`config.mk`:
```
export PLATFORM = sky130hd
export DESIGN_NAME = websocket_frame_deframer
export DESIGN_NICKNAME = d
export VERILOG_FILES = /design/src/hw/rtl/wsd_pkg.sv /design/src/hw/rtl/wsd_parser.sv /design/src/hw/rtl/wsd_out_reg.sv /design/src/hw/rtl/websocket_frame_deframer.sv
export SDC_FILE = /design/constraint.sdc
export NUM_CORES = 1
export LEC_CHECK = 0
export BUFFER_PORTS_ARGS = -buffer_cell sky130_fd_sc_hd__buf_2
export CAP_MARGIN = 20
export CORE_MARGIN = 5
export CORE_UTILIZATION = 39
export DETAILED_ROUTE_END_ITERATION = 6
export PLACE_DENSITY_LB_ADDON = 0.3
export SLEW_MARGIN = 20
export SYNTH_ARGS = -nofsm -noshare
export SYNTH_HDL_FRONTEND = slang
export SYNTH_SLANG_ARGS = --single-unit
export TNS_END_PERCENT = 1
```
`constraint.sdc`:
```
create_clock -name clk -period 2.4 [get_ports clk]
set_input_delay 0.24 -clock clk [delete_from_list [all_inputs] [get_ports clk]]
set_output_delay 0.24 -clock clk [all_outputs]
set_load 0.01 [all_outputs]
```
`src/hw/rtl/wsd_pkg.sv`:
```
`timescale 1ns / 1ps
// ----------------------------------------------------------------------------
// wsd_pkg
// Types and codes shared by the WebSocket frame deframer modules.
// ----------------------------------------------------------------------------
package wsd_pkg;

	// item kinds on the byte stream
	localparam logic KIND_BYTE    = 1'b0;
	localparam logic KIND_RESTART = 1'b1;

	// result kinds
	localparam logic [1:0] RK_BYTE  = 2'd0;
	localparam logic [1:0] RK_EMPTY = 2'd1;
	localparam logic [1:0] RK_ERROR = 2'd2;

	// length byte decoding
	localparam logic [7:0] LEN_MASK  = 8'h7F;
	localparam logic [6:0] LEN_EXT16 = 7'd126;

	typedef enum logic [2:0] {
		PH_HDR0   = 3'd0,
		PH_LEN    = 3'd1,
		PH_EXT_HI = 3'd2,
		PH_EXT_LO = 3'd3,
		PH_DATA   = 3'd4
	} wsd_phase_t;

	typedef struct packed {
		logic       kind;
		logic [7:0] data_byte;
	} wsd_in_t;

	typedef struct packed {
		logic [1:0] result_kind;
		logic [7:0] payload_byte;
		logic       last_of_message;
	} wsd_out_t;

	// what the parser hands to the result register for one item
	typedef struct packed {
		logic     has_result;
		wsd_out_t res;
	} wsd_step_t;

endpackage

```
`src/hw/rtl/wsd_parser.sv`:
```
`timescale 1ns / 1ps
// ----------------------------------------------------------------------------
// wsd_parser
// Frame header state machine: decodes one stream item against the parser
// state and updates that state when the item is consumed.
// ----------------------------------------------------------------------------
module wsd_parser
	import wsd_pkg::*;
(
	input  logic      clk,
	input  logic      arst_n,
	input  wsd_in_t   item,
	input  logic      consume,
	output wsd_step_t step
);

	wsd_phase_t  phase_q, phase_d;
	logic [15:0] remain_q, remain_d;
	logic [7:0]  len_hi_q, len_hi_d;
	logic        halted_q, halted_d;

	logic [6:0]  len7;
	logic [15:0] ext_len;
	logic [15:0] remain_dec;

	assign len7       = 7'(item.data_byte & LEN_MASK);
	assign ext_len    = {len_hi_q, item.data_byte};
	assign remain_dec = remain_q - 16'd1;

	// next state
	always_comb begin
		phase_d  = phase_q;
		remain_d = remain_q;
		len_hi_d = len_hi_q;
		halted_d = halted_q;
		if (item.kind == KIND_RESTART) begin
			phase_d  = PH_HDR0;
			remain_d = '0;
			len_hi_d = '0;
			halted_d = 1'b0;
		end else if (!halted_q) begin
			unique case (phase_q)
				PH_LEN: begin
					if (len7 < LEN_EXT16) begin
						remain_d = {9'd0, len7};
						phase_d  = (len7 == 7'd0) ? PH_HDR0 : PH_DATA;
					end else if (len7 == LEN_EXT16) begin
						phase_d = PH_EXT_HI;
					end else begin
						halted_d = 1'b1;
						phase_d  = PH_HDR0;
						remain_d = '0;
					end
				end
				PH_EXT_HI: begin
					len_hi_d = item.data_byte;
					phase_d  = PH_EXT_LO;
				end
				PH_EXT_LO: begin
					remain_d = ext_len;
					phase_d  = (ext_len == 16'd0) ? PH_HDR0 : PH_DATA;
				end
				PH_DATA: begin
					remain_d = remain_dec;
					if (remain_dec == 16'd0) begin
						phase_d = PH_HDR0;
					end
				end
				default: begin
					phase_d = PH_LEN;
				end
			endcase
		end
	end

	// result for this item
	always_comb begin
		step = '0;
		if (item.kind == KIND_BYTE && !halted_q) begin
			unique case (phase_q)
				PH_LEN: begin
					if (len7 == 7'd0) begin
						step.has_result          = 1'b1;
						step.res.result_kind     = RK_EMPTY;
						step.res.last_of_message = 1'b1;
					end else if (len7 > LEN_EXT16) begin
						step.has_result      = 1'b1;
						step.res.result_kind = RK_ERROR;
					end
				end
				PH_EXT_LO: begin
					if (ext_len == 16'd0) begin
						step.has_result          = 1'b1;
						step.res.result_kind     = RK_EMPTY;
						step.res.last_of_message = 1'b1;
					end
				end
				PH_DATA: begin
					step.has_result          = 1'b1;
					step.res.result_kind     = RK_BYTE;
					step.res.payload_byte    = item.data_byte;
					step.res.last_of_message = (remain_dec == 16'd0);
				end
				default: begin
					step.has_result = 1'b0;
				end
			endcase
		end
	end

	always_ff @(posedge clk or negedge arst_n) begin
		if (!arst_n) begin
			phase_q  <= PH_HDR0;
			remain_q <= '0;
			len_hi_q <= '0;
			halted_q <= 1'b0;
		end else if (consume) begin
			phase_q  <= phase_d;
			remain_q <= remain_d;
			len_hi_q <= len_hi_d;
			halted_q <= halted_d;
		end
	end

endmodule

```
`src/hw/rtl/wsd_out_reg.sv`:
```
`timescale 1ns / 1ps
// ----------------------------------------------------------------------------
// wsd_out_reg
// Result register: holds one result item until the receiver takes it.
// ----------------------------------------------------------------------------
module wsd_out_reg
	import wsd_pkg::*;
(
	input  logic      clk,
	input  logic      arst_n,
	input  wsd_step_t step,
	input  logic      load,
	output logic      room,
	output logic      result_valid,
	input  logic      result_stall,
	output wsd_out_t  result_item
);

	logic     valid_s2;
	wsd_out_t item_s2;

	// free when empty or being drained this cycle
	assign room = !valid_s2 || !result_stall;

	always_ff @(posedge clk or negedge arst_n) begin
		if (!arst_n) begin
			valid_s2 <= 1'b0;
		end else if (load && step.has_result) begin
			valid_s2 <= 1'b1;
		end else if (!result_stall) begin
			valid_s2 <= 1'b0;
		end
	end

	always_ff @(posedge clk) begin
		if (load && step.has_result) begin
			item_s2 <= step.res;
		end
	end

	assign result_valid = valid_s2;
	assign result_item  = item_s2;

endmodule

```
`src/hw/rtl/websocket_frame_deframer.sv`:
```
`timescale 1ns / 1ps
// ----------------------------------------------------------------------------
// websocket_frame_deframer
// Receive-side WebSocket frame parser: strips headers, passes payload bytes.
//
//   channel   direction  handshake                    payload
//   stream    in         stream_valid / stream_stall  wsd_in_t  (kind, byte)
//   result    out        result_valid / result_stall  wsd_out_t (kind, byte, last)
//
// One item per cycle sustained unless a result has nowhere to go. An item is
// registered on accept, decoded against the header state in the next cycle and
// its result, if any, is registered for the receiver in the result register.
// Reset clears the header state, the error flag and both stage valids.
// A stalled result holds only items that produce a result; others pass.
// ----------------------------------------------------------------------------
module websocket_frame_deframer
	import wsd_pkg::*;
(
	input  logic     clk,
	input  logic     arst_n,
	input  logic     stream_valid,
	output logic     stream_stall,
	input  wsd_in_t  stream_item,
	output logic     result_valid,
	input  logic     result_stall,
	output wsd_out_t result_item
);

	logic      valid_s1;
	wsd_in_t   item_s1;
	wsd_step_t step;
	logic      room;
	logic      advance;

	// move the held item on unless its result has nowhere to go
	assign advance      = valid_s1 && (!step.has_result || room);
	assign stream_stall = valid_s1 && !advance;

	always_ff @(posedge clk or negedge arst_n) begin
		if (!arst_n) begin
			valid_s1 <= 1'b0;
		end else if (!stream_stall) begin
			valid_s1 <= stream_valid;
		end
	end

	always_ff @(posedge clk) begin
		if (stream_valid && !stream_stall) begin
			item_s1 <= stream_item;
		end
	end

	wsd_parser u_parser (
		.clk     (clk),
		.arst_n  (arst_n),
		.item    (item_s1),
		.consume (advance),
		.step    (step)
	);

	wsd_out_reg u_out (
		.clk          (clk),
		.arst_n       (arst_n),
		.step         (step),
		.load         (advance),
		.room         (room),
		.result_valid (result_valid),
		.result_stall (result_stall),
		.result_item  (result_item)
	);

endmodule

```
==> results of run 1 <==
layout make-up:
type	count	area, µm²	share of cell area [%]
Timing Repair Buffer	55	365	10.9
Sequential cell	50	1350	40.4
Clock buffer	5	68.8	2.06
Clock inverter	3	42.5	1.27
Tap cell	99	124	3.70
Multi-Input combinational cell	208	1350	40.4
Inverter	11	41.3	1.23
cells in the final DEF, fill, tap and decap left out, types with 8 or more instances in the layout:
cell / synthesis / final
and3_1: 8 / 8
edfxtp_1: 20 / 20
o21ai_0: 30 / 30
dfrtp_1: 30 / 30
buf_4: 1 / 28
a22o_1: 9 / 9
nor3_1: 15 / 15
buf_2: 6 / 25
nor2_1: 18 / 18
a21oi_1: 21 / 20
inv_1: 10 / 10
nand2_1: 20 / 20
power groups by stage:
stage	sequential [mW]	combinational, mW	clock, mW
detailed placement	1.19	1.50	0
global placement	1.19	1.48	0
global route	1.20	1.70	0.644
CTS	1.17	1.51	0.618
floorplan	1.10	1.10	0
finish	1.18	1.54	0.604
registers in the layout (all words and copies together) (netlist names):
| name | flops |
|---|---|
| u_out.result_valid | 1 |
| item_s1 | 9 |
| u_parser.phase_q | 3 |
| u_out.result_item | 11 |
| valid_s1 | 1 |
| u_parser.halted_q | 1 |
| u_parser.remain_q | 16 |
| u_parser.len_hi_q | 8 |
kinds of logic (layout without fill, tap and decap cells):
group                      Yosys count  in the layout  share of synthesized area [%]
xor gates and xnor gates             4              4                           1.25
AOI/OAI and AO/OA                   96             96                           23.3
buffers and inverters               26             74                           4.14
muxes                                5              5                           2.14
DFF                                 50             50                           48.1
and+or+nand+nor                    101            101                           20.1
adders and majority gates            2              2                          0.891
stage by stage:
step	total power [mW]	worst slack, ns	instances	util, %
6_report	3.32	0.155	431	46.9
5_1_grt	3.54	0.00978	431	46.9
4_1_cts	3.31	0.0992	424	46.0
3_5_place_dp	2.69	0.143	415	44.3
3_3_place_gp	2.67	0.178	415	44.3
2_1_floorplan	2.20	0.0653	284	-
worst max-delay path: cells and delay by family, from the launching register on:
kind                   cells  cell delay, ns
AND/OR/NAND/NOR            2            0.33
flip-flops                 1            0.45
buffers and inverters      3            0.36
AO/OA/AOI/OAI              2            0.56
worst max-delay path by stage:
stage               depth (start not counted)                   end  slack (ns)
finish                                      7          stream_stall        0.15
CTS                                         7          stream_stall         0.1
global route                                7          stream_stall        0.01
detailed placement                          6  u_out.result_item[4]        0.14
global placement                            6  u_out.result_item[2]        0.18
floorplan                                   5  u_out.result_item[0]        0.07
layer usage:
| layer | up-vias | share of wire [%] | global-route usage (%) |
|---|---|---|---|
| li1 | 1174 | - | - |
| met1 | 1174 | 45 | 22.9 |
| met2 | 81 | 48 | 26.4 |
| met3 | 10 | 6.0 | 2.23 |
| met4 | 0 | 1.7 | 5.65 |
| met5 | - | 0 | 0 |
timing repair:
action                                  in CTS  in global routing
gates resized for setup                      0                  2
endpoints found under the setup margin       0                 13
endpoints found under the hold margin       30                  0
hold buffers                                 1                  0
setup buffers                                0                  7
==> metrics.yaml, run 1 <==
cap_violations: 0
ys_async_sr_fraction_pct: 60.0
cpPeakStageDelay_ns: 0.45
ys_ff_latch: 50
drv_slew: 0
area_delta_synth_final_pct: 19.2
r2r-end: "u_out.result_item[6]"
min_from: "stream_item[0]"
critPathCaptureType: "output pin"
drt-initial-drc-count: 220
p_leak_nw: 1.37
insertion_delay_ns: 0.30
grt.total_usage_pct: 16.5
rsz0062_at_grt: "false"
reg2reg_from: "item_s1[3]"
coreArea_um2: 7140
drtPass1Iterations: 4
seqPwrFrac_pct: 35.5
critPathArrivalTime_ns: 2.01
ys_types: 59
crit_start: "item_s1[3]"
die_w_um: 94.9
switching_share_pct: 40.7
drc_errors: 0
status: "finished, final reports clean"
min_to: "item_s1[0]"
fill_cells: 721
grt_pass1_wl_mm: 11.5
fin_crit_sh_pct: 93.5
final_antenna_net_count: 0
nets: 346
clock_skew_ns: 0.00832
cp.required_ns: 2.16
initial_core_util_pct: 39.4
num_antenna_cells: 0
drive_gt1_share_pct: 25.6
tritoncts: "done"
cts_root_buf: "clkbuf_8"
overflow: 0
relSlewSlack_pct: 53.3
critPathLaunchType: "flip-flop"
clk_pin_slew_ns: 0.09
ys_seq_area_share_pct: 48.1
via_count: 2439
clock-sinks: 50
fmax_mhz: 445
yosysTopAreaCell: "dfrtp_1"
synth_top_area_share_pct: 26.7
synth_edf_count: 20
p_int_mw: 1.97
avgViaCountPerCell: 5.66
cts.path.max_buffers: 2
grt_pass1_vias: 2225
finalSetupViolations: 0
num_io_pins: 26
power_switching_mw: 1.35
synth_area_um2: 2810
hold_ws_ns: 0.105
worstHoldPathCells: 1
rrSetupSlack_ns: 0.18
vdd_drop_max_uv: 376
finalSetupTns_ns: 0
cts_made_buffers: 5
grt_max_degree: 31
hold_viol: 0
synth_top_cells_by_count: "30 x dfrtp_1, 30 x o21ai_0, 21 x a21oi_1"
reg2reg_depth: 6
port_buffers: 25
die_height_um: 94.9
synth_cells: 284
hp-class: "in2reg"
period_minus_slack_ns: 2.25
syn-num-nets: 299
cp_slowest_cell: "edfxtp_1"
pwr-share-comb_pct: 46.3
synth.area.top_cells: "dfrtp_1 27%, edfxtp_1 21%, o21ai_0 5.3%"
antenna_found_initial: 0
pwr-share-clk_pct: 18.2
design_area_um2: 3350
dp_hpwl_mm: 5.17
wl_mm: 7.21
ys_warn_count: 0
wl_per_cell_um: 16.7
crit_chain: "nand4_2, o32a_1, o32ai_4, buf_4, nand3_1, inv_1, buf_2"
gp_congestion: 0.904
worst_pin_slew_ns: 0.701
synthFlopType: "dfrtp_1"
num_rows: 31
p_per_area_nw_per_um2: 991
crit_type: "reg2out"
die_area_um2: 9000
placed_area_um2: 3160
htree_levels: 2
crit_path_max_fanout: 6
syn_avg_cell_area_um2: 9.89
No activity file was read; power rests on OpenSTA's default activity.
==> run 2, diff against run 1 <==
Settings changed: MAX_ROUTING_LAYER from default to met4.
==> run 2 against run 1 <==
Against the previous run: global-route usage increased by 1.1 points; flip-flop and latch count stayed put; clock skew grew 0.0029 ns; cell area is 1.2% lower; hold slack better by 0.0019 ns; count of clock-buffer cells in the layout did not move; combinational power hardly changed; largest cell class unchanged.
==> metrics.yaml, run 2 (same netlist as run 1, synthesis figures left out) <==
wl_mm: 7.17
fmax_mhz: 443
cts_root_buf: "clkbuf_8"
hold_viol: 0
num_rows: 31
multi_input_area_um2: 1370
cpPeakStageDelay_ns: 0.52
cts.path.max_buffers: 2
die_w_um: 94.9
drt-initial-drc-count: 140
grt_pass1_vias: 2272
cp_num_buf_inv: 3
area_delta_synth_final_pct: 17.7
regArea_um2: 1350
wl_per_cell_um: 16.9
crit_path_max_fanout: 6
clk_pin_slew_ns: 0.09
tritoncts: "done"
hp-class: "in2reg"
die_area_um2: 9000
p_total_mw: 3.30
dp_hpwl_mm: 5.21
cts_made_buffers: 5
crit_chain: "nand4_4, o32a_1, o32ai_4, buf_4, nand3_1, inv_1, buf_2"
p_per_area_nw_per_um2: 997
pre_cts_slack_ns: 0.120
layout_setup_ws_ns: 0.142
drv_slew: 0
wl_met2_mm: 3.39
nets: 339
largest_reg_flops: 16
insertion_delay_ns: 0.31
fill_cells: 715
fin_crit_sh_pct: 94.1
final_core_util_pct: 46.3
finalSetupViolations: 0
critPathLaunchType: "flip-flop"
p_leak_nw: 1.34
cp_slowest_cell: "edfxtp_1"
met3_length_um: 393
antenna_found_initial: 0
vdd_drop_max_uv: 471
clock_skew_ns: 0.0112
final_cells: 424
drive_gt1_share_pct: 24.0
die_height_um: 94.9
dpl.cell_count: 415
num_io_pins: 26
design_area_um2: 3310
grt_pass1_wl_mm: 11.9
cp.required_ns: 2.16
gp_congestion: 0.904
coreArea_um2: 7140
relSlewSlack_pct: 53.4
overflow: 0
status: "finished, final reports clean"
period_minus_slack_ns: 2.26
final_cell_mix: "30 x o21ai_0, 30 x dfrtp_1, 25 x buf_2, 21 x buf_4"
crit_type: "reg2out"
met1_length_mm: 3.23
htree_levels: 2
cap_violations: 0
via_count: 2376
avgViaCountPerCell: 5.60
highest_layer: "met4"
rsz0062_at_grt: "true"
grt.total_usage_pct: 17.6
clock-sinks: 50
initial_core_util_pct: 39.4
drc_errors: 0
crit_family: "compound AO/OA/AOI/OAI gates"
port_buffers: 25
drtPass1Iterations: 4
critPathArrivalTime_ns: 2.02
critPathCaptureType: "output pin"
num_antenna_cells: 0
grt_max_degree: 31
regMostFlops: "u_parser.remain_q"
final_antenna_net_count: 0
placed_area_um2: 3160
worst_pin_slew_ns: 0.698
==> run 2: cell count changes in the layout (fill, tap and decap cells not counted) <==
| cell | change |
|---|---|
| nand4_2 | -1 |
| nand4_4 | +1 |
| ha_1 | +1 |
| buf_4 | -7 |
| ha_2 | -1 |
| nor3_2 | +1 |
| nor3_1 | -1 |
==> run 2: cell type report <==
| type | instances | share of cell area (%) |
|---|---|---|
| clock buffers | 5 | 2.08 |
| clock inverters | 3 | 1.29 |
| inverters | 11 | 1.25 |
| multi-input cells | 208 | 41.3 |
| flip-flops and latches | 50 | 40.9 |
| well taps | 99 | 3.75 |
| repair buffers | 48 | 9.46 |
==> run 2: worst paths after layout <==
check	depth (start not counted)	start	to	slack, ns
worst min-delay path	1	stream_item[5]	item_s1[5]	0.11
max in group asynchronous	2	arst_n	u_parser.len_hi_q[4]	1.43
worst max-delay path	7	item_s1[6]	stream_stall	0.14
worst max register to register	6	item_s1[6]	u_out.result_item[0]	0.15
worst min register to register	1	valid_s1	u_parser.halted_q	0.49
min in group asynchronous	2	arst_n	u_parser.remain_q[7]	0.51
==> run 2: where the power goes <==
part | leakage [nW] | switching [mW] | total (mW) | internal (mW)
Combinational | 0.682 | 0.863 | 1.51 | 0.650
Clock | 0.0562 | 0.294 | 0.606 | 0.311
Sequential | 0.599 | 0.181 | 1.18 | 0.996
==> run 2: what timing repair did <==
| item | in CTS | in global routing |
|---|---|---|
| endpoints found under the hold margin | 16 | 0 |
| setup endpoints to repair | 0 | 14 |
| hold buffers | 1 | 0 |
| resized for setup | 0 | 3 |
| buffers inserted | 0 | 0 |
==> run 2: worst register-to-register path, stage by stage (launching register included) <==
cell and delay, ns:
edfxtp_1 0.52, nand4_4 0.16, o32a_1 0.41, o32ai_4 0.13, or3b_1 0.41, a21oi_2 0.19
buf_12 0.16
==> run 2: through the flow <==
stage | hold WS [ns] | TNS (ns)
after CTS | 0.100 | 0
after detailed placement | 0.330 | 0
after global routing | 0.0758 | -0.00751
after global placement | 0.328 | 0
after floorplan | -0.0556 | 0
final | 0.107 | 0
==> run 2: metal layers <==
| layer | up-vias | track usage, % |
|---|---|---|
| met3 | 14 | 2.95 |
| met5 | - | - |
| met1 | 1136 | 24.2 |
| li1 | 1153 | - |
| met2 | 73 | 25.7 |
| met4 | 0 | 6.85 |
==> run 3, diff against run 2 <==
Settings changed: HOLD_SLACK_MARGIN from default to 0.15, SYNTH_HIERARCHICAL from default to 1.
==> run 3 against run 2 <==
Against the previous run: sequential share of layout area decreased by 2.5 points; largest cell class is now registers; power increased by 3.4%; clock power increased by 2%; die area decreased by 2.9%; first-iteration DRC count increased by 49%; wire length increased by 2.8%; sequential power about the same; cell area increased by 6.5%; via count increased by 3.2%.
==> metrics.yaml, run 3 <==
antenna_found_initial: 0
cts_made_buffers: 5
cap_violations: 0
reg2reg_from: "item_s1[4]"
coreArea_um2: 6790
cp_slowest_cell: "edfxtp_1"
clock-sinks: 50
grt_max_degree: 31
finalSetupTns_ns: 0
crit_path_max_fanout: 8
ys_warn_count: 6
status: "finished, final reports clean"
via_count: 2453
initial_core_util_pct: 40.0
wl_per_cell_um: 16.6
rsz0062_at_grt: "true"
synth_edf_count: 20
min_from: "result_stall"
ys_ff_latch: 50
avgViaCountPerCell: 5.52
drt-initial-drc-count: 209
critPathArrivalTime_ns: 2.60
clock_skew_ns: 0.00527
vdd_drop_max_uv: 329
critPathCaptureType: "flip-flop"
yosysMostFrequentCell: "dfrtp_1"
synth_cells: 276
crit_type: "reg2reg"
tritoncts: "done"
die_w_um: 93.5
die_area_um2: 8740
area_delta_synth_final_pct: 29.6
ys_seq_area_share_pct: 49.7
ys_types: 59
hold_viol: 0
num_antenna_cells: 0
overflow: 0
grt.total_usage_pct: 18.0
synth.area.top_cells: "dfrtp_1 28%, edfxtp_1 22%, o21ai_0 3.7%"
drive_gt1_share_pct: 29.0
die_height_um: 93.5
pre_cts_slack_ns: -0.0475
cp.required_ns: 2.63
synthFlopType: "dfrtp_1"
syn-num-nets: 291
dp_hpwl_mm: 5.11
synth_top_cells_by_count: "30 x dfrtp_1, 26 x nor2_1, 21 x nand2_1"
critPathLaunchType: "flip-flop"
syn_avg_cell_area_um2: 9.85
grt_pass1_wl_mm: 12.1
wl_mm: 7.38
p_per_area_nw_per_um2: 968
regMostFlops: "u_parser/remain_q"
crit_start: "item_s1[4]"
largest_reg_flops: 16
fin_crit_sh_pct: 98.8
worst_pin_slew_ns: 0.700
p_leak_nw: 1.52
cpPeakStageDelay_ns: 0.47
fill_cells: 630
layout_setup_ws_ns: 0.0278
num_rows: 30
period_minus_slack_ns: 2.37
yosysTopAreaCell: "dfrtp_1"
fmax_mhz: 422
drc_errors: 0
relSlewSlack_pct: 53.4
port_buffers: 25
final_cell_mix: "41 x buf_4, 30 x dfrtp_1, 24 x buf_2, 24 x nor2_1"
finalSetupViolations: 0
cts.path.max_buffers: 2
cp_num_buf_inv: 1
grt_pass1_vias: 2418
htree_levels: 2
final_antenna_net_count: 0
num_io_pins: 26
crit_family: "compound AO/OA/AOI/OAI gates"
ys_async_sr_fraction_pct: 60.0
hp-class: "in2reg"
clk_pin_slew_ns: 0.10
crit_chain: "and4_1, nand3_1, nor2_1, a21oi_1, o21ai_1, and2_4, a21boi_2, o311a_1, a21oi_4, or2_4, buf_6, o21ai_0"
cts_root_buf: "clkbuf_8"
insertion_delay_ns: 0.31
gp_congestion: 0.874
synth_area_um2: 2720
drtPass1Iterations: 5
nets: 362
synth_top_area_share_pct: 27.6
hold_ws_ns: 0.159
layout_commonest_cell: "buf_4"
drv_slew: 0
==> run 3: worst paths after layout <==
path	slack, ns	depth (start not counted)	endpoint
setup / recovery	0.03	12	u_parser/remain_q[14]
hold / removal	0.16	2	u_out/result_valid
setup reg to reg	0.03	12	u_parser/remain_q[14]
hold reg to reg	0.53	1	u_out/result_valid
max in group asynchronous	1.45	2	u_parser/phase_q[0]
min in group asynchronous	0.51	2	u_parser/len_hi_q[6]
==> run 3: cell type report <==
type                    count  area (µm²)  share of cell area, %
clock inverters             3        48.8                   1.39
clock buffers               5        68.8                   1.95
repair buffers             82         606                   17.2
flip-flops and latches     50        1350                   38.4
inverters                   9        33.8                  0.959
well taps                  96         120                   3.41
multi-input cells         199        1290                   36.7
==> run 3: layer usage <==
metal	routed length (µm)	share of wire, %	up-vias	GRT usage [%]
li1	-	-	1169	-
met1	3270	44	1191	24.5
met5	0	0	-	-
met4	129	1.7	0	7.20
met2	3600	49	81	27.7
met3	381	5.2	12	1.93
==> run 3: timing repair <==
item | in CTS | in global routing
pin swaps | 2 | 8
hold endpoints to repair | 40 | 0
hold buffers | 11 | 0
resized for setup | 3 | 24
setup endpoints to repair | 18 | 50
setup buffers | 0 | 2
gates cloned | 0 | 0
==> run 3: kinds of logic after synthesis <==
kind of cell	Yosys count	synth area share, %
flops	50	49.7
buf+inv	27	4.93
mux	2	0.921
compound gates	86	21.3
simple gates	104	20.6
xor+xnor	5	1.61
fa+ha+maj	2	0.921
==> run 3: per-stage QoR <==
step,power (mW),utilization (%),area [µm²],instances
after CTS,3.35,50.8,3450,442
final,3.41,51.8,3520,444
after global routing,3.66,51.8,3520,444
after detailed placement,2.70,47.2,3210,423
after global placement,2.68,47.2,3210,423
after floorplan,2.21,-,2740,276
==> run 3: report_power, final <==
| part | switching [mW] | internal, mW | total [mW] |
|---|---|---|---|
| registers | 0.149 | 1.00 | 1.15 |
| logic | 0.868 | 0.767 | 1.63 |
| clock network | 0.303 | 0.318 | 0.620 |
